<file path="src/sv/eac_pkg.sv">
// Package for the expansion autoconfig chain responder.
// Holds the shared types, register offsets and image constants.
// No dependencies.
`default_nettype none

package eac_pkg;

    localparam int SLOT_COUNT = 5;
    localparam int SLOT_W = 3;
    localparam logic [SLOT_W-1:0] SLOT_LAST = SLOT_W'(SLOT_COUNT - 1);

    localparam logic CMD_READ = 1'b0;
    localparam logic CMD_WRITE = 1'b1;

    localparam logic [1:0] SIZE_BYTE = 2'd0;
    localparam logic [1:0] SIZE_WORD = 2'd1;

    localparam logic [1:0] CFG_FAST_SIZE = 2'd0;
    localparam logic [1:0] CFG_FSYS_EN = 2'd1;
    localparam logic [1:0] CFG_DIAG_ADDR = 2'd2;
    localparam logic [1:0] CFG_BOOT_ADDR = 2'd3;

    localparam logic [7:0] REG_BASE_HI = 8'h48;
    localparam logic [7:0] REG_BASE_LO = 8'h4a;
    localparam logic [7:0] REG_SHUTUP = 8'h4c;
    localparam logic [7:0] REG_CLEAR_A = 8'h30;
    localparam logic [7:0] REG_CLEAR_B = 8'h32;

    localparam logic [15:0] MFG_ID = 16'd2011;
    localparam logic [15:0] DIAG_BASE = 16'h1000;
    localparam logic [15:0] JMP_BASE = 16'h1100;
    localparam logic [7:0] OP_JMP_HI = 8'h4E;
    localparam logic [7:0] OP_JMP_LO = 8'hF9;

    typedef enum logic [1:0] {
        CARD_NONE = 2'd0,
        CARD_FAST = 2'd1,
        CARD_FSYS = 2'd2
    } card_t;

    typedef struct packed {
        logic [2:0]  fast_size_code;
        logic        filesys_enable;
        logic [31:0] diag_entry_addr;
        logic [31:0] boot_code_addr;
    } cfg_t;

    typedef struct packed {
        logic        cmd;
        logic [1:0]  access_size;
        logic [15:0] offset;
        logic [7:0]  write_data;
    } req_t;

    typedef struct packed {
        card_t             card;
        card_t             card_after;
        logic [SLOT_W-1:0] slot;
        logic              past_end;
        logic              map_event;
        logic [7:0]        map_base_page;
    } chain_st_t;

    function automatic logic [7:0] diag_byte(input logic [2:0] idx);
        logic [7:0] b;
        case (idx)
            3'd0: b = 8'h90;
            3'd1: b = 8'h00;
            3'd2: b = 8'h01;
            3'd3: b = 8'h0C;
            3'd4: b = 8'h01;
            3'd5: b = 8'h00;
            3'd6: b = 8'h01;
            default: b = 8'h06;
        endcase
        return b;
    endfunction

endpackage

`default_nettype wire

</file>
<file path="src/sv/eac_image.sv">
// Identity image lookup for the card in the current slot.
// Depends on eac_pkg.
`default_nettype none

module eac_image (
    input  eac_pkg::cfg_t  cfg,
    input  eac_pkg::card_t card,
    input  logic [15:0]    offset,
    output logic [7:0]     image_byte
);
    import eac_pkg::*;

    logic        fs;
    logic [7:0]  reg_addr;
    logic [7:0]  reg_val;
    logic        reg_hit;
    logic [7:0]  nib;
    logic [3:0]  k;
    logic [2:0]  p;
    logic [31:0] jmp_addr;
    logic [7:0]  jmp_byte;

    assign fs = (card == CARD_FSYS);
    assign reg_addr = {offset[7:2], 2'b00};

    always_comb
    begin
        reg_hit = 1'b1;
        reg_val = 8'h00;
        case (reg_addr) inside
            8'h00:
            begin
                if (fs)
                    reg_val = 8'hd1;
                else
                begin
                    case (cfg.fast_size_code)
                        3'd1: reg_val = 8'he5;
                        3'd2: reg_val = 8'he6;
                        3'd3: reg_val = 8'he7;
                        default: reg_val = 8'he0;
                    endcase
                end
            end
            8'h04: reg_val = fs ? 8'h02 : 8'h01;
            8'h08: reg_val = fs ? 8'hc0 : 8'h80;
            8'h10: reg_val = MFG_ID[15:8];
            8'h14: reg_val = MFG_ID[7:0];
            8'h18, 8'h1c, 8'h20, 8'h2c, 8'h40: reg_val = 8'h00;
            8'h24: reg_val = 8'h01;
            8'h28: reg_val = fs ? 8'h10 : 8'h00;
            default: reg_hit = 1'b0;
        endcase
    end

    assign nib = offset[1] ? {reg_val[3:0], 4'h0} : {reg_val[7:4], 4'h0};

    assign k = offset[3:0];
    assign p = (k < 4'd6) ? k[2:0] : 3'(k - 4'd6);
    assign jmp_addr = (k < 4'd6) ? cfg.diag_entry_addr : cfg.boot_code_addr;

    always_comb
    begin
        case (p)
            3'd0: jmp_byte = OP_JMP_HI;
            3'd1: jmp_byte = OP_JMP_LO;
            3'd2: jmp_byte = jmp_addr[31:24];
            3'd3: jmp_byte = jmp_addr[23:16];
            3'd4: jmp_byte = jmp_addr[15:8];
            default: jmp_byte = jmp_addr[7:0];
        endcase
    end

    always_comb
    begin
        image_byte = 8'hff;
        if (card != CARD_NONE)
        begin
            if (offset < 16'h0044 && !offset[0])
            begin
                if (reg_hit)
                begin
                    if (reg_addr == 8'h00 || reg_addr == 8'h40)
                        image_byte = nib;
                    else
                        image_byte = ~nib;
                end
            end
            else if (fs)
            begin
                if (offset[15:3] == DIAG_BASE[15:3])
                    image_byte = diag_byte(offset[2:0]);
                else if (offset[15:4] == JMP_BASE[15:4] && k < 4'd12)
                    image_byte = jmp_byte;
            end
        end
    end

endmodule

`default_nettype wire

</file>
<file path="src/sv/eac_chain.sv">
// Slot chain state: current slot, past-end flag and latched low base byte.
// Decodes byte writes and reports the card before and after each request.
// Depends on eac_pkg.
`default_nettype none

module eac_chain (
    input  logic              clk,
    input  logic              rst_n,
    input  eac_pkg::cfg_t     cfg,
    input  eac_pkg::req_t     req,
    input  logic              step,
    output eac_pkg::chain_st_t status
);
    import eac_pkg::*;

    logic [SLOT_W-1:0] slot_reg;
    logic [SLOT_W-1:0] slot_next;
    logic              past_end_reg;
    logic              past_end_next;
    logic [7:0]        base_low_reg;
    logic [7:0]        base_low_next;
    card_t             card_now;
    logic              do_advance;
    logic              map_event;
    logic [7:0]        map_page;

    function automatic card_t card_at(input logic [SLOT_W-1:0] slot, input logic past,
                                      input cfg_t c);
        logic              fast;
        logic [SLOT_W-1:0] idx;
        card_t             r;
        fast = (c.fast_size_code >= 3'd1) && (c.fast_size_code <= 3'd4);
        idx = fast ? SLOT_W'(slot - 1'b1) : slot;
        r = CARD_NONE;
        if (!past)
        begin
            if (fast && slot == '0)
                r = CARD_FAST;
            else if (c.filesys_enable && idx == '0)
                r = CARD_FSYS;
        end
        return r;
    endfunction

    assign card_now = card_at(slot_reg, past_end_reg, cfg);

    always_comb
    begin
        base_low_next = base_low_reg;
        do_advance = 1'b0;
        map_event = 1'b0;
        map_page = 8'h00;
        if (req.cmd == CMD_WRITE && req.access_size == SIZE_BYTE)
        begin
            case (req.offset[7:0]) inside
                REG_CLEAR_A, REG_CLEAR_B: base_low_next = 8'h00;
                REG_BASE_LO: base_low_next = req.write_data;
                REG_BASE_HI:
                begin
                    do_advance = 1'b1;
                    if (card_now != CARD_NONE)
                    begin
                        map_event = 1'b1;
                        map_page = req.write_data | {4'h0, base_low_reg[7:4]};
                    end
                end
                REG_SHUTUP: do_advance = 1'b1;
                default: ;
            endcase
        end
    end

    always_comb
    begin
        slot_next = slot_reg;
        past_end_next = past_end_reg;
        if (do_advance && !past_end_reg)
        begin
            if (slot_reg == SLOT_LAST)
                past_end_next = 1'b1;
            else
                slot_next = SLOT_W'(slot_reg + 1'b1);
        end
    end

    always_ff @(posedge clk or negedge rst_n)
    begin
        if (!rst_n)
        begin
            slot_reg <= '0;
            past_end_reg <= 1'b0;
            base_low_reg <= 8'h00;
        end
        else if (step)
        begin
            slot_reg <= slot_next;
            past_end_reg <= past_end_next;
            base_low_reg <= base_low_next;
        end
    end

    assign status.card = card_now;
    assign status.card_after = card_at(slot_next, past_end_next, cfg);
    assign status.slot = slot_reg;
    assign status.past_end = past_end_reg;
    assign status.map_event = map_event;
    assign status.map_base_page = map_page;

endmodule

`default_nettype wire

</file>
<file path="src/sv/expansion_autoconfig_chain_core.sv">
// Expansion autoconfig chain responder: top level.
// Throughput is one request per cycle while m_tready does not stall the output;
// the input register and the result register form a two-stage pipe, and the
// slot state updates as a request moves from the first to the second.
// Reset clears the configuration registers, the slot chain and the base byte.
`default_nettype none

module expansion_autoconfig_chain_core (
    input  logic        clk,
    input  logic        rst_n,
    input  logic        s_tvalid,
    output logic        s_tready,
    input  logic [31:0] s_tdata,   // access_size[1:0], offset[17:2], write_data[25:18]
    input  logic        s_tuser,   // cmd
    output logic        m_tvalid,
    input  logic        m_tready,
    output logic [47:0] m_tdata,   // read_data[31:0], map_event[32],
                                   // map_base_page[40:33], chain_empty[41]
    output logic        m_tuser,   // map_card
    input  logic        cfg_valid,
    output logic        cfg_ready,
    input  logic [1:0]  cfg_index,
    input  logic [31:0] cfg_data
);
    import eac_pkg::*;

    cfg_t      cfg_reg;
    req_t      req_reg;
    logic      in_valid_reg;
    logic      out_valid_reg;
    logic [31:0] read_data_reg;
    logic      map_event_reg;
    logic      map_card_reg;
    logic [7:0] map_page_reg;
    logic      chain_empty_reg;
    logic      step;
    logic [7:0] image_byte;
    logic [31:0] read_data_next;
    chain_st_t status;

    assign cfg_ready = 1'b1;
    assign step = in_valid_reg && (!out_valid_reg || m_tready);
    assign s_tready = !in_valid_reg || step;

    always_ff @(posedge clk or negedge rst_n)
    begin
        if (!rst_n)
            cfg_reg <= '0;
        else if (cfg_valid)
        begin
            unique case (cfg_index)
                CFG_FAST_SIZE: cfg_reg.fast_size_code <= cfg_data[2:0];
                CFG_FSYS_EN:   cfg_reg.filesys_enable <= cfg_data[0];
                CFG_DIAG_ADDR: cfg_reg.diag_entry_addr <= cfg_data;
                CFG_BOOT_ADDR: cfg_reg.boot_code_addr <= cfg_data;
                default: ;
            endcase
        end
    end

    always_ff @(posedge clk or negedge rst_n)
    begin
        if (!rst_n)
        begin
            in_valid_reg <= 1'b0;
            out_valid_reg <= 1'b0;
        end
        else
        begin
            if (s_tready)
                in_valid_reg <= s_tvalid;
            if (step)
                out_valid_reg <= 1'b1;
            else if (m_tready)
                out_valid_reg <= 1'b0;
        end
    end

    always_ff @(posedge clk)
    begin
        if (s_tvalid && s_tready)
        begin
            req_reg.cmd <= s_tuser;
            req_reg.access_size <= s_tdata[1:0];
            req_reg.offset <= s_tdata[17:2];
            req_reg.write_data <= s_tdata[25:18];
        end
    end

    eac_chain u_chain (
        .clk    (clk),
        .rst_n  (rst_n),
        .cfg    (cfg_reg),
        .req    (req_reg),
        .step   (step),
        .status (status)
    );

    eac_image u_image (
        .cfg        (cfg_reg),
        .card       (status.card),
        .offset     (req_reg.offset),
        .image_byte (image_byte)
    );

    always_comb
    begin
        if (req_reg.cmd == CMD_WRITE)
            read_data_next = 32'h0;
        else if (req_reg.access_size == SIZE_BYTE)
            read_data_next = {24'h0, image_byte};
        else if (req_reg.access_size == SIZE_WORD)
            read_data_next = 32'h0000ffff;
        else
            read_data_next = 32'hffffffff;
    end

    always_ff @(posedge clk)
    begin
        if (step)
        begin
            read_data_reg <= read_data_next;
            map_event_reg <= status.map_event;
            map_card_reg <= status.map_event && (status.card == CARD_FSYS);
            map_page_reg <= status.map_base_page;
            chain_empty_reg <= (status.card_after == CARD_NONE);
        end
    end

    assign m_tvalid = out_valid_reg;
    assign m_tdata = {6'h0, chain_empty_reg, map_page_reg, map_event_reg, read_data_reg};
    assign m_tuser = map_card_reg;

`ifndef SYNTHESIS
    a_past_end_at_last: assert property (@(posedge clk) disable iff (!rst_n)
        status.past_end |-> (status.slot == SLOT_LAST && status.card == CARD_NONE))
        else $error("chain passed its end away from the last slot");

    a_no_map_no_page: assert property (@(posedge clk) disable iff (!rst_n)
        (m_tvalid && !m_tdata[32]) |-> (m_tdata[40:33] == 8'h00 && !m_tuser))
        else $error("map fields set without a map event");

    a_map_needs_card: assert property (@(posedge clk) disable iff (!rst_n)
        (step && status.map_event) |-> (status.card != CARD_NONE))
        else $error("map event on an empty slot");

    a_step_fills_output: assert property (@(posedge clk) disable iff (!rst_n)
        step |=> out_valid_reg)
        else $error("result lost after a pipe step");
`endif

endmodule

`default_nettype wire

</file>
<file path="config.mk">
export PLATFORM = sky130hd
export DESIGN_NAME = expansion_autoconfig_chain_core
export DESIGN_NICKNAME = d
export VERILOG_FILES = /design/src/sv/eac_pkg.sv /design/src/sv/eac_image.sv /design/src/sv/eac_chain.sv /design/src/sv/expansion_autoconfig_chain_core.sv
export SDC_FILE = /design/constraint.sdc
export NUM_CORES = 1
export LEC_CHECK = 0
export BUFFER_PORTS_ARGS = -buffer_cell sky130_fd_sc_hd__clkbuf_2
export CORE_ASPECT_RATIO = 1.1
export CORE_MARGIN = 1
export CORE_UTILIZATION = 42
export DETAILED_ROUTE_END_ITERATION = 7
export PLACE_DENSITY_LB_ADDON = 0.15
export SYNTH_ARGS = -nofsm -noshare
export SYNTH_HDL_FRONTEND = slang
export SYNTH_SLANG_ARGS = --single-unit
</file>
<file path="constraint.sdc">
create_clock -name clk -period 5.7 [get_ports clk]
set_input_delay 1.14 -clock clk [delete_from_list [all_inputs] [get_ports clk]]
set_output_delay 1.14 -clock clk [all_outputs]
set_load 0.01 [all_outputs]
</file>
After elaboration in Yosys (flattened, before gate mapping):

Index checks and enable logic that the tools add are counted.

* logic and storage cells: 174
* register bits: 152
* bits of input ports: 72
* output and inout bits: 52

* reduce and logical (&&, ||, !) cells: 43
* bitwise operators: 5
* multiplexer cells: 61
* $add $sub $neg: 4
* magnitude comparators: 5
* equal/unequal tests: 37

Operators by type and width (count)
* 8-bit 2-to-1 mux: 20
* 32-bit 2-to-1 mux: 2
* 8-bit case mux with 5 select lines: 1
* 8-bit case mux with 4 select lines: 1
* 6-bit by 3-bit equality test with 1-bit output (second input constant): 4
* 6-bit by 4-bit equality test with 1-bit output (second input constant): 4
* 8-bit by 7-bit equality test with 1-bit output (second input constant): 3
* 1-bit 2-to-1 mux: 22
* 3-bit by 2-bit equality test with 1-bit output (second input constant): 6
* 3-bit zero test: 6
* 8-bit by 6-bit equality test with 1-bit output (second input constant): 2
* 16-bit by 7-bit less-than comparator with 1-bit output (second input constant): 1
* 3-bit equality test (second input constant): 5
* 3-bit 2-to-1 mux: 5
* 2-bit 2-to-1 mux: 7
* 13-bit by 10-bit equality test with 1-bit output (second input constant): 1
* 12-bit by 9-bit equality test with 1-bit output (second input constant): 1
* 1-bit logical AND: 12
* 3-bit by 1-bit equality test with 1-bit output (second input constant): 3
* 3-bit case mux with 3 select lines: 1
* 8-bit zero test: 1
* 8-bit inverter: 1
* 8-bit by 4-bit OR with 8-bit output: 1
* 2-bit AND reduction: 4
* other kinds (24): 41

Depth between registers and ports, before layout:

Gate-level depths: netlist of the first run.

* depth after elaboration: 25
* gate-level depth with buffers: 11
* mapped depth without buffers: 9

Modules after synthesis:

A second synthesis of the first run with hierarchy kept.

* cells, all modules: 563
* area total of the unflattened synthesis: 6633.9 um^2

Modules (own cells, without submodules)
* expansion_autoconfig_chain_core: sequential area each 3193.1 um^2, area an instance 4424.2 um^2, cells an instance 260, instances 1
* eac_image: sequential area each 0.0 um^2, area an instance 1378.8 um^2, cells an instance 211, instances 1
* eac_chain: sequential area each 200.2 um^2, area an instance 830.8 um^2, cells an instance 92, instances 1

Worst setup path after synthesis of the first run:

OpenSTA, ideal clock, no wires.

* path kind: register to register
* start point: register, netlist name req_reg[12]
* end point: register chain_empty_reg (data pin)
* data arrival time: 2496 ps
* path buffers: 2
* library setup time: 268 ps
* clock period less this slack: 2764 ps
* stages on the path, launching flop included: 11
* data required time: 5432 ps
* path slack: 2936 ps
* cells stage by stage: edfxtp_1 buf_2 or2_0 or4_1 buf_2 o31a_1 ha_1 nand3_1 mux2_4 nor4_1 o211ai_1

* word-level cells in the longest chain between the ends: 16
* elaborated cells between the ends (all ways): 24
* those cells by class: 1 x add/sub; 5 x eq/ne; 11 x mux; 7 x reduce/logical

Ends and longest elaborated chain
* 8-bit by 7-bit equality test with 1-bit output (no line)
* 1-bit 2-to-1 mux (3 in a row): RTL line eac_chain.sv:55 `case (req.offset[7:0]) inside`
* 1-bit 2-to-1 mux (*): RTL line eac_chain.sv:55
* 1-bit 2-to-1 mux (*): RTL line eac_chain.sv:53 `if (req.cmd == CMD_WRITE && req.access_size == SIZE_BYTE)`
* 1-bit logical AND (*): RTL line eac_chain.sv:77 `if (do_advance && !past_end_reg)`
* 3-bit 2-to-1 mux: RTL line eac_chain.sv:77
* 3-bit by 1-bit subtractor with 3-bit output: RTL line eac_chain.sv:33 `idx = fast ? SLOT_W'(slot - 1'b1) : slot;`
* 3-bit 2-to-1 mux: RTL line eac_chain.sv:33
* 3-bit zero test: RTL line eac_chain.sv:39 `else if (c.filesys_enable && idx == '0)`
* 1-bit logical AND: RTL line eac_chain.sv:39
* 2-bit 2-to-1 mux: RTL line eac_chain.sv:39
* 2-bit 2-to-1 mux: RTL line eac_chain.sv:37 `if (fast && slot == '0)`
* 2-bit 2-to-1 mux (*): RTL line eac_chain.sv:35 `if (!past)`
* 2-bit zero test (*): RTL line expansion_autoconfig_chain_core.sv:126 `chain_empty_reg <= (status.card_after == CARD_NONE);`
* end signal: assignment: RTL line expansion_autoconfig_chain_core.sv:126
* end: declaration: RTL line expansion_autoconfig_chain_core.sv:35 `logic chain_empty_reg;`

Every way passes the cells marked *; elsewhere a longest branch is shown, timed or not.
A chain may end at the register's enable or synchronous reset.

Worst setup path after layout of the first run:

* start point: register req_reg[26] in the netlist's numbering
* end point: register chain_empty_reg (data pin)

* word-level cells in the longest chain between the ends: 12
* elaborated cells between the ends (all ways): 15
* those cells by class: 1 x add/sub; 7 x mux; 7 x reduce/logical

Ends and longest elaborated chain
* start: declaration: RTL line expansion_autoconfig_chain_core.sv:28 `req_t req_reg;`
* 1-bit logical AND (*): RTL line eac_chain.sv:53
* 1-bit 2-to-1 mux (*): RTL line eac_chain.sv:53
* 1-bit logical AND (*): RTL line eac_chain.sv:77
* 3-bit 2-to-1 mux: RTL line eac_chain.sv:77
* 3-bit by 1-bit subtractor with 3-bit output: RTL line eac_chain.sv:33
* 3-bit 2-to-1 mux: RTL line eac_chain.sv:33
* 3-bit zero test: RTL line eac_chain.sv:39
* 1-bit logical AND: RTL line eac_chain.sv:39
* 2-bit 2-to-1 mux: RTL line eac_chain.sv:39
* 2-bit 2-to-1 mux: RTL line eac_chain.sv:37
* 2-bit 2-to-1 mux (*): RTL line eac_chain.sv:35
* 2-bit zero test (*): RTL line expansion_autoconfig_chain_core.sv:126

Marks and branches as above.

==> summary.txt, run 1 <==
Status
  • Status: completed

Routing
  • WL/cell: 17.3 um
  • DR vias: 4,334
  • # DRC: 0
  • Drt total wl: 14,100 um
  • Drt first-iter violations: 247
  • Vias per std cell: 5.29
  • DRT antenna net count: 0
  • DRT Pass-1 Iters: 5

Logic synthesis
  • Synth Area per Inst: 12.3 um^2
  • Synth top area share: 30.4%
  • Sequential area share after synthesis: 52.9%
  • Area of the mapped netlist: 6410 um^2
  • Largest family of logic cells by synthesized area: multiplexers
  • Top cell type by total area after synthesis: dfrtp_1
  • Synth area leaders: dfrtp_1 (30%), edfxtp_1 (22%), mux2_2 (12%)
  • Synth Area in XOR/XNOR: 0.546%
  • Syn. warnings: 0
  • Adder-Cell Fraction of Synth Area: 1.17%
  • Post-synth ARST share: 61.9%
  • Multiplexer share of the synthesized area: 17.1%
  • Synth Flop Type: dfrtp_1
  • Post-synthesis instance total: 523
  • Cell variety after synth: 72
  • EDFF count, synth: 48
  • Post-synthesis compound-gate area fraction: 11.0%
  • Synth Area in Simple Gates: 11.2%
  • Flops & latches, synth: 126

STA
  • Hold WS: 0.492 ns
  • Tcrit/Tclk final: 57.1%
  • Setup Total Neg Slack: 0 ns
  • Max_slew headroom: 32.1%
  • Setup WS post-layout: 2.45 ns
  • Final Setup Violations: 0
  • Hold Fails Final Rpt: 0
  • Final Max Tran Viols: 0
  • Actual slew at the worst max-slew pin: 1.02 ns
  • RSZ-0062 raised after global routing: false
  • Max Fclk: 307 MHz
  • Post-layout min period: 3.25 ns
  • Final clock skew: 0.0175 ns

Clock tree
  • H-tree Lvls: 4
  • CTS tree: yes
  • Longest Clk Path Bufs: 2
  • TritonCTS Buffers: 17
  • Clock Sink Count: 126
  • Post-CTS Setup Bufs: 0
  • Gates resized, CTS repair: 0
  • Clock Pin Slew Worst Setup and Hold Paths: 0.05 ns
  • CTS Hold Bufs: 0
  • Root Driver: clkbuf_16
  • Clk_lat worst skew: 0.42 ns

Critical path
  • Kind of critical path: flop to flop
  • Max incr delay on CP: 0.63 ns
  • WP data arrival: 3.40 ns
  • Worst-path cell chain: or3b_1 -> or4_1 -> o31a_1 -> ha_1 -> nand3_1 -> mux2_4 -> nor4_1 -> o211ai_1
  • Worst path top cell family by delay: simple AND/OR/NAND/NOR gates
  • Reg2Reg Launch Point: req_reg[26]
  • Worst path bufs/invs: 0
  • Crit-path max FO: 13
  • CP max stage cell: edfxtp_1
  • Required time worst endpoint: 5.85 ns
  • Worst Setup SP: req_reg[26]
  • R2R setup slack: 2.45 ns
  • Crit. End Element: flop
  • Worst Setup Start Kind: flop

Layout
  • Util after Layout: 50.4%
  • Max reg flops: 68
  • Area Growth Syn to Fin: 17.9%
  • Final nets: 689
  • ANT cells: 0
  • Layout cell share with drive strength beyond 1: 38.8%

Die
  • Die Y: 132 um
  • Rows: 47
  • Initial core utilization: 42.8%
  • Die width: 120 um
  • Core region area: 15,000 um^2
  • Die ar.: 15,800 um^2
  • I/O pin total: 124

Global route
  • First-pass GRT wire length: 23,300 um
  • GR Util All Layers: 19.3%
  • Pin count of the biggest net entering global routing: 79
  • Vias in the first global route: 4,521
  • Residual overflow from global routing: 0
  • Initial antenna violation count: 0

Place
  • GPL Wtd Cong: 0.810
  • Placement Setup Slack: 2.45 ns
  • Post-DP HPWL: 9960 um
  • IO Port Bufs: 110

Power and ir drop
  • Total Power: 0.00258 W
  • Static Leak: 3.14 nW
  • Peak supply drop: 193 uV
  • Power per cell area: 341 nW/um^2

Worst hold path
  • HP Start: in_valid_reg
  • HP Class: flop to flop

Job
  • Max cap viols: 0
-- worst paths after layout --
check,cells past startpoint,endpoint
worst max-delay path,8,chain_empty_reg
worst min-delay path,1,m_tvalid
worst max register to register,8,chain_empty_reg
worst min register to register,1,m_tvalid
max in group asynchronous,1,cfg_reg[17]
min in group asynchronous,1,u_chain.base_low_reg[5]
-- per-stage QoR --
| stage | cell area [um^2] | cells |
|---|---|---|
| floorplan | 6430 | 528 |
| global placement | 6950 | 788 |
| detailed placement | 6950 | 788 |
| CTS | 7560 | 820 |
| global route | 7560 | 820 |
| finish | 7560 | 820 |
-- Yosys cell counts, types with 7 or more instances --
cell,instances
buf_2,8
mux2i_1,11
and2_1,9
nand3_1,21
dfrtp_1,78
nand2b_1,7
inv_1,17
mux4_2,9
buf_4,31
o21ai_0,23
a21oi_1,21
nor3_1,10
mux2_2,68
edfxtp_1,48
nor2_1,14
clkbuf_1,7
nand2_1,36
-- routing by layer --
layer | global-route usage [%] | vias up | part of all wire (%) | wire [um]
li1 | - | 2079 | - | -
met1 | 23.5 | 2116 | 41 | 5850
met2 | 32.9 | 126 | 52 | 7430
met3 | 4.73 | 13 | 5.1 | 727
met4 | 6.81 | 0 | 0.99 | 140
met5 | 0 | - | 0 | 0
-- area by class of cell --
type,instances,area (um^2)
Clock buffer,22,485
Clock inverter,10,123
Fill cell,1375,7440
Inverter,17,63.8
Multi-Input combinational cell,334,2660
Sequential cell,126,3390
Tap cell,196,245
Timing Repair Buffer,115,591
-- where the power goes --
group	internal [W]	switching [W]	leakage (nW)
logic	0.000175	0.000170	1.46
clock network	0.000698	0.000402	0.302
registers	0.00106	0.0000728	1.38
-- cell families after synthesis --
group / after synthesis
DFF: 126
other: 2
buffers and inverters: 68
AOI/OAI and AO/OA: 94
and+or+nand+nor: 134
xor gates and xnor gates: 4
adders and majority gates: 6
muxes: 89
-- cells in the final DEF (no fill, tap or decap), types with 7 or more instances in the layout --
cell type  synthesis  routed
edfxtp_1          48      48
nand2b_1           7       7
nand3_1           21      21
clkbuf_16          0      18
inv_1             17      17
conb_1             2       7
nor3_1            10      10
mux2i_1           11      11
clkbuf_2           0     109
mux4_2             9       9
nor2_1            14      14
nand2_1           36      36
dfrtp_1           78      78
a21oi_1           21      20
o21ai_0           23      23
mux2_2            68      68
and2_1             9       9
(Power assumes the default switching activity.)
==> run 2: changes to the inputs <==
==> constraint.sdc (replaced) <==
create_clock -name clk -period 3.3 [get_ports clk]
set_input_delay 0.66 -clock clk [delete_from_list [all_inputs] [get_ports clk]]
set_output_delay 0.66 -clock clk [all_outputs]
set_load 0.01 [all_outputs]
==> run 2 against run 1 <==
Compared with the run above: cell count increased by 1.1%; via count is 1.6% higher; sequential share of layout area fell by 0.68 points; power increased by 79%; combinational power grew 80%; non-clock buffer count increased by 9; worst setup slack worse by 2.0 ns; global-route usage is 0.49 points lower; first-iteration DRC count is 17% lower; sequential cell count unchanged.
==> summary.txt, run 2 (synthesis results as in run 1) <==
Clock tree
  • TritonCTS Buffers: 17 (unchanged)
  • Gates resized, CTS repair: 0 (unchanged)
  • Post-CTS Setup Bufs: 0 (unchanged)
  • CTS Hold Bufs: 0 (unchanged)
  • H-tree Lvls: 4 (unchanged)
  • Clock Pin Slew Worst Setup and Hold Paths: 0.06 ns (was 0.05 ns)
  • Longest Clk Path Bufs: 2 (unchanged)
  • Root Driver: clkbuf_16 (unchanged)
  • Clock Sink Count: 126 (unchanged)
  • Clk_lat worst skew: 0.42 ns (about the same)
  • CTS tree: yes (unchanged)

Layout
  • ANT cells: 0 (unchanged)
  • Area Growth Syn to Fin: 19.7% (was 17.9%)
  • Final nets: 698 (was 689)
  • Max reg flops: 68 (unchanged)
  • Commonest non-fill, non-tap cells in the layout: clkbuf_2 (109), dfrtp_1 (78), mux2_2 (68) (unchanged)
  • Fin cells: 829 (was 820)
  • Commonest non-fill, non-tap cell in the layout: clkbuf_2 (unchanged)
  • Design Area, Final: 7680 um^2 (was 7560 um^2)
  • Layout cell share with drive strength beyond 1: 39.8% (was 38.8%)

Routing
  • Drt first-iter violations: 205 (was 247)
  • Vias per std cell: 5.31 (was 5.29)
  • Drt total wl: 13,900 um (was 14,100 um)
  • # DRC: 0 (unchanged)
  • WL/cell: 16.8 um (was 17.3 um)
  • DRT Pass-1 Iters: 4 (was 5)
  • DRT antenna net count: 0 (unchanged)
  • DR vias: 4,404 (was 4,334)

Critical path
  • Required time worst endpoint: 3.45 ns (was 5.85 ns)
  • Crit. End Element: flop (unchanged)
  • WP data arrival: 3.05 ns (was 3.40 ns)
  • Crit-path max FO: 11 (was 13)
  • Worst Setup Start Kind: flop (unchanged)
  • Kind of critical path: flop to flop (unchanged)

STA
  • Post-layout min period: 2.89 ns (was 3.25 ns)
  • Max_slew headroom: 32.9% (was 32.1%)
  • Hold Fails Final Rpt: 0 (unchanged)
  • RSZ-0062 raised after global routing: false (unchanged)
  • Final clock skew: 0.00485 ns (was 0.0175 ns)
  • Setup Total Neg Slack: 0 ns (unchanged)
  • Final Max Tran Viols: 0 (unchanged)
  • Max Fclk: 346 MHz (was 307 MHz)
  • Tcrit/Tclk final: 87.7% (was 57.1%)
  • Hold WS: 0.408 ns (was 0.492 ns)
  • Actual slew at the worst max-slew pin: 1.01 ns (was 1.02 ns)
  • Final Setup Violations: 0 (unchanged)

Status
  • Status: completed (unchanged)

Global route
  • Residual overflow from global routing: 0 (unchanged)
  • First-pass GRT wire length: 22,600 um (was 23,300 um)
  • Initial antenna violation count: 0 (unchanged)
  • Met1 Track Usage GR: 21.8% (was 23.5%)
  • Met3 usage: 5.16% (was 4.73%)
  • Pin count of the biggest net entering global routing: 79 (unchanged)
  • GR peak layer: met2 (unchanged)
  • Vias in the first global route: 4,478 (was 4,521)
  • GR Util All Layers: 18.8% (was 19.3%)
  • GRT met2 Usage: 32.8% (was 32.9%)

Place
  • Cells after DPL: 797 (was 788)
  • GPL Wtd Cong: 0.906 (was 0.810)
  • Area after detailed placement: 7020 um^2 (was 6950 um^2)
  • IO Port Bufs: 110 (unchanged)
  • Post-DP HPWL: 9980 um (was 9960 um)

Power and ir drop
  • Power per cell area: 601 nW/um^2 (was 341 nW/um^2)
  • Static Leak: 3.20 nW (was 3.14 nW)
  • Peak supply drop: 385 uV (was 193 uV)
  • Total Power: 0.00461 W (was 0.00258 W)

Worst hold path
  • HP Class: input pin to async pin (was flop to flop)

Die
  • Die Y: 132 um (unchanged)
  • Core region area: 15,000 um^2 (unchanged)
  • Initial core utilization: 42.8% (unchanged)
  • Rows: 47 (unchanged)
  • Die width: 120 um (unchanged)
  • I/O pin total: 124 (unchanged)
  • Die ar.: 15,800 um^2 (unchanged)

Job
  • Max cap viols: 0 (unchanged)
run 2: cell count changes in the layout (fill, tap and decap cells not counted), sizes merged:
cell      previous run  this run
buf                  6        15
clkbuf             131       130
clkinvlp             0         1
inv                 22        21
clkinv               3         2
bufinv               2         4
run 2: metrics by stage:
stage	setup slack, ns	util, %
after detailed placement	0.409	46.8
final	0.407	51.2
after global routing	0.203	51.2
after CTS	0.389	51.2
after global placement	0.455	46.8
after floorplan	0.536	-
run 2: where the power goes:
| group | total (W) | switching, W | internal, W |
|---|---|---|---|
| combinational | 0.000618 | 0.000308 | 0.000310 |
| sequential | 0.00195 | 0.000113 | 0.00184 |
| clock | 0.00204 | 0.000685 | 0.00136 |
| total | 0.00461 | 0.00111 | 0.00350 |
run 2: cell type report:
type / instances / area, um^2
Sequential cell: 126 / 3390
Clock inverter: 11 / 175
Timing Repair Buffer: 124 / 658
Inverter: 17 / 63.8
Fill cell: 1310 / 7320
Tap cell: 196 / 245
Multi-Input combinational cell: 334 / 2660
Clock buffer: 21 / 482
run 2: final timing paths:
| kind | start | to | slack [ns] | depth (start not counted) |
|---|---|---|---|---|
| max in group asynchronous | rst_n | cfg_reg[28] | 2.23 | 1 |
| worst max-delay path | req_reg[12] | chain_empty_reg | 0.41 | 8 |
| min in group clk | s_tdata[13] | req_reg[19] | 0.42 | 1 |
| worst max register to register | req_reg[12] | chain_empty_reg | 0.41 | 8 |
| worst min-delay path | rst_n | u_chain.past_end_reg | 0.41 | 1 |
| worst min register to register | in_valid_reg | m_tvalid | 0.49 | 1 |
run 2: worst max-delay path, stage by stage, from the launching register on:
cell and delay [ns]:
edfxtp_1 0.52, or2_0 0.27, or4_1 0.59, o31a_1 0.32, ha_1 0.28, nand3_1 0.07
mux2_4 0.28, nor4_1 0.18, o211ai_1 0.13
run 2: routing by layer:
metal | wire length, um | share of wire (%)
met5 | 0 | 0
met4 | 240 | 1.7
met3 | 655 | 4.7
met2 | 7210 | 52
met1 | 5810 | 42
==> run 3: changes to the inputs <==
--- a/config.mk
+++ b/config.mk
@@ -10,7 +10,7 @@
 export CORE_MARGIN = 1
 export CORE_UTILIZATION = 42
 export DETAILED_ROUTE_END_ITERATION = 7
-export PLACE_DENSITY_LB_ADDON = 0.15
+export SKIP_CTS_REPAIR_TIMING = 1
 export SYNTH_ARGS = -nofsm -noshare
 export SYNTH_HDL_FRONTEND = slang
 export SYNTH_SLANG_ARGS = --single-unit
==> run 3 against run 2 <==
Compared with the run above: via count grew 0.39%; largest cell class unchanged; critical endpoint unchanged; core utilization shrank 0.43 points; sequential share of layout area grew 0.38 points.
==> summary.txt, run 3 (synthesis results as in run 1) <==
Die
  • Die ar.: 15,800 um^2 (unchanged)
  • Rows: 47 (unchanged)
  • Die Y: 132 um (unchanged)
  • Initial core utilization: 42.8% (unchanged)
  • Die width: 120 um (unchanged)
  • I/O pin total: 124 (unchanged)
  • Core region area: 15,000 um^2 (unchanged)

Global route
  • Pin count of the biggest net entering global routing: 79 (unchanged)
  • Initial antenna violation count: 0 (unchanged)
  • GR Util All Layers: 18.5% (was 18.8%)
  • Vias in the first global route: 4,493 (was 4,478)
  • First-pass GRT wire length: 22,400 um (was 22,600 um)
  • Residual overflow from global routing: 0 (unchanged)

Clock tree
  • H-tree Lvls: 4 (unchanged)
  • TritonCTS Buffers: 17 (unchanged)
  • Longest Clk Path Bufs: 2 (unchanged)
  • Root Driver: clkbuf_16 (unchanged)
  • CTS tree: yes (unchanged)
  • Clock Sink Count: 126 (unchanged)
  • Clock Pin Slew Worst Setup and Hold Paths: 0.06 ns (about the same)
  • Clk_lat worst skew: 0.43 ns (was 0.42 ns)

Layout
  • Commonest non-fill, non-tap cell in the layout: clkbuf_2 (unchanged)
  • ANT cells: 0 (unchanged)
  • Area Growth Syn to Fin: 18.7% (was 19.7%)
  • Design Area, Final: 7610 um^2 (was 7680 um^2)
  • Layout cell share with drive strength beyond 1: 39.7% (was 39.8%)
  • Layout filler cell count: 1,309 (was 1,310)
  • Final nets: 697 (was 698)
  • Commonest non-fill, non-tap cells in the layout: clkbuf_2 (109), dfrtp_1 (78), mux2_2 (68) (unchanged)
  • Max reg flops: 68 (unchanged)
  • Util after Layout: 50.8% (was 51.2%)

Routing
  • # DRC: 0 (unchanged)
  • DRT antenna net count: 0 (unchanged)
  • DRT Pass-1 Iters: 4 (unchanged)
  • Drt total wl: 13,800 um (was 13,900 um)
  • WL/cell: 16.7 um (was 16.8 um)
  • Drt first-iter violations: 187 (was 205)
  • DR vias: 4,421 (was 4,404)
  • Vias per std cell: 5.34 (was 5.31)

Critical path
  • Crit. End Element: flop (unchanged)
  • Required time worst endpoint: 3.45 ns (about the same)
  • Crit-path max FO: 11 (unchanged)
  • Kind of critical path: flop to flop (unchanged)
  • Worst Setup Start Kind: flop (unchanged)
  • WP data arrival: 3.05 ns (about the same)

STA
  • Setup Total Neg Slack: 0 ns (unchanged)
  • RSZ-0062 raised after global routing: false (unchanged)
  • Final Setup Violations: 0 (unchanged)
  • Tcrit/Tclk final: 88.0% (was 87.7%)
  • Hold Fails Final Rpt: 0 (unchanged)
  • Max Fclk: 344 MHz (was 346 MHz)
  • Hold WS: 0.408 ns (about the same)
  • Final clock skew: 0.0195 ns (was 0.00485 ns)
  • Max_slew headroom: 33.1% (was 32.9%)
  • Final Max Tran Viols: 0 (unchanged)
  • Actual slew at the worst max-slew pin: 1.00 ns (was 1.01 ns)
  • Post-layout min period: 2.90 ns (was 2.89 ns)

Place
  • Post-DP HPWL: 10,100 um (was 9980 um)
  • GPL Wtd Cong: 0.852 (was 0.906)
  • Area after detailed placement: 7010 um^2 (was 7020 um^2)
  • IO Port Bufs: 110 (unchanged)

Power and ir drop
  • Static Leak: 3.17 nW (was 3.20 nW)
  • Peak supply drop: 321 uV (was 385 uV)
  • Power per cell area: 577 nW/um^2 (was 601 nW/um^2)

Job
  • Max cap viols: 0 (unchanged)

Status
  • Status: completed (unchanged)

Worst hold path
  • HP Class: input pin to async pin (unchanged)
run 3: where the power goes:
part / switching [W] / internal, W
logic: 0.000302 / 0.000308
registers: 0.000121 / 0.00184
clock network: 0.000682 / 0.00114
run 3: worst max-delay path, cell delays in order (launching register included):
cell and delay, ns:
edfxtp_1 0.53, or2_0 0.27, or4_1 0.59, o31a_1 0.31
ha_1 0.28, nand3_1 0.07, mux2_4 0.28, nor4_1 0.18
o211ai_1 0.13
run 3: metal layers:
layer / wire (um) / GRT usage, % / up-vias / share of wire (%)
li1: - / - / 2094 / -
met1: 5750 / 21.1 / 2195 / 42
met2: 7300 / 32.6 / 118 / 53
met3: 544 / 5.12 / 14 / 3.9
met4: 223 / 7.15 / 0 / 1.6
met5: 0 / 0 / - / 0
run 3: layout make-up:
type / count / area [um^2] / area share (%)
multi-input combinational: 334 / 2660 / 34.9
clock inverter: 9 / 67.6 / 0.888
sequential: 126 / 3390 / 44.6
clock buffer: 23 / 532 / 6.99
tap: 196 / 245 / 3.22
inverter: 17 / 63.8 / 0.838
timing repair buffer: 123 / 651 / 8.55
run 3: worst paths after layout:
kind                                   from                       to  slack [ns]  cells after the start
worst max-delay path            req_reg[12]          chain_empty_reg        0.40                      8
worst min-delay path                  rst_n              cfg_reg[37]        0.41                      1
worst max register to register  req_reg[12]          chain_empty_reg        0.40                      8
worst min register to register  cfg_reg[15]              cfg_reg[15]        0.50                      1
max in group asynchronous             rst_n  u_chain.base_low_reg[7]        2.23                      1
min in group clk                s_tdata[16]              req_reg[22]        0.41                      1
run 3: per-stage QoR:
step                      setup WS [ns]  total power, W  cells
after floorplan                   0.536         0.00240    528
after global placement            0.448         0.00258    796
after detailed placement          0.419         0.00261    796
after CTS                         0.405         0.00444    828
after global routing              0.225         0.00458    828
final                             0.396         0.00439    828
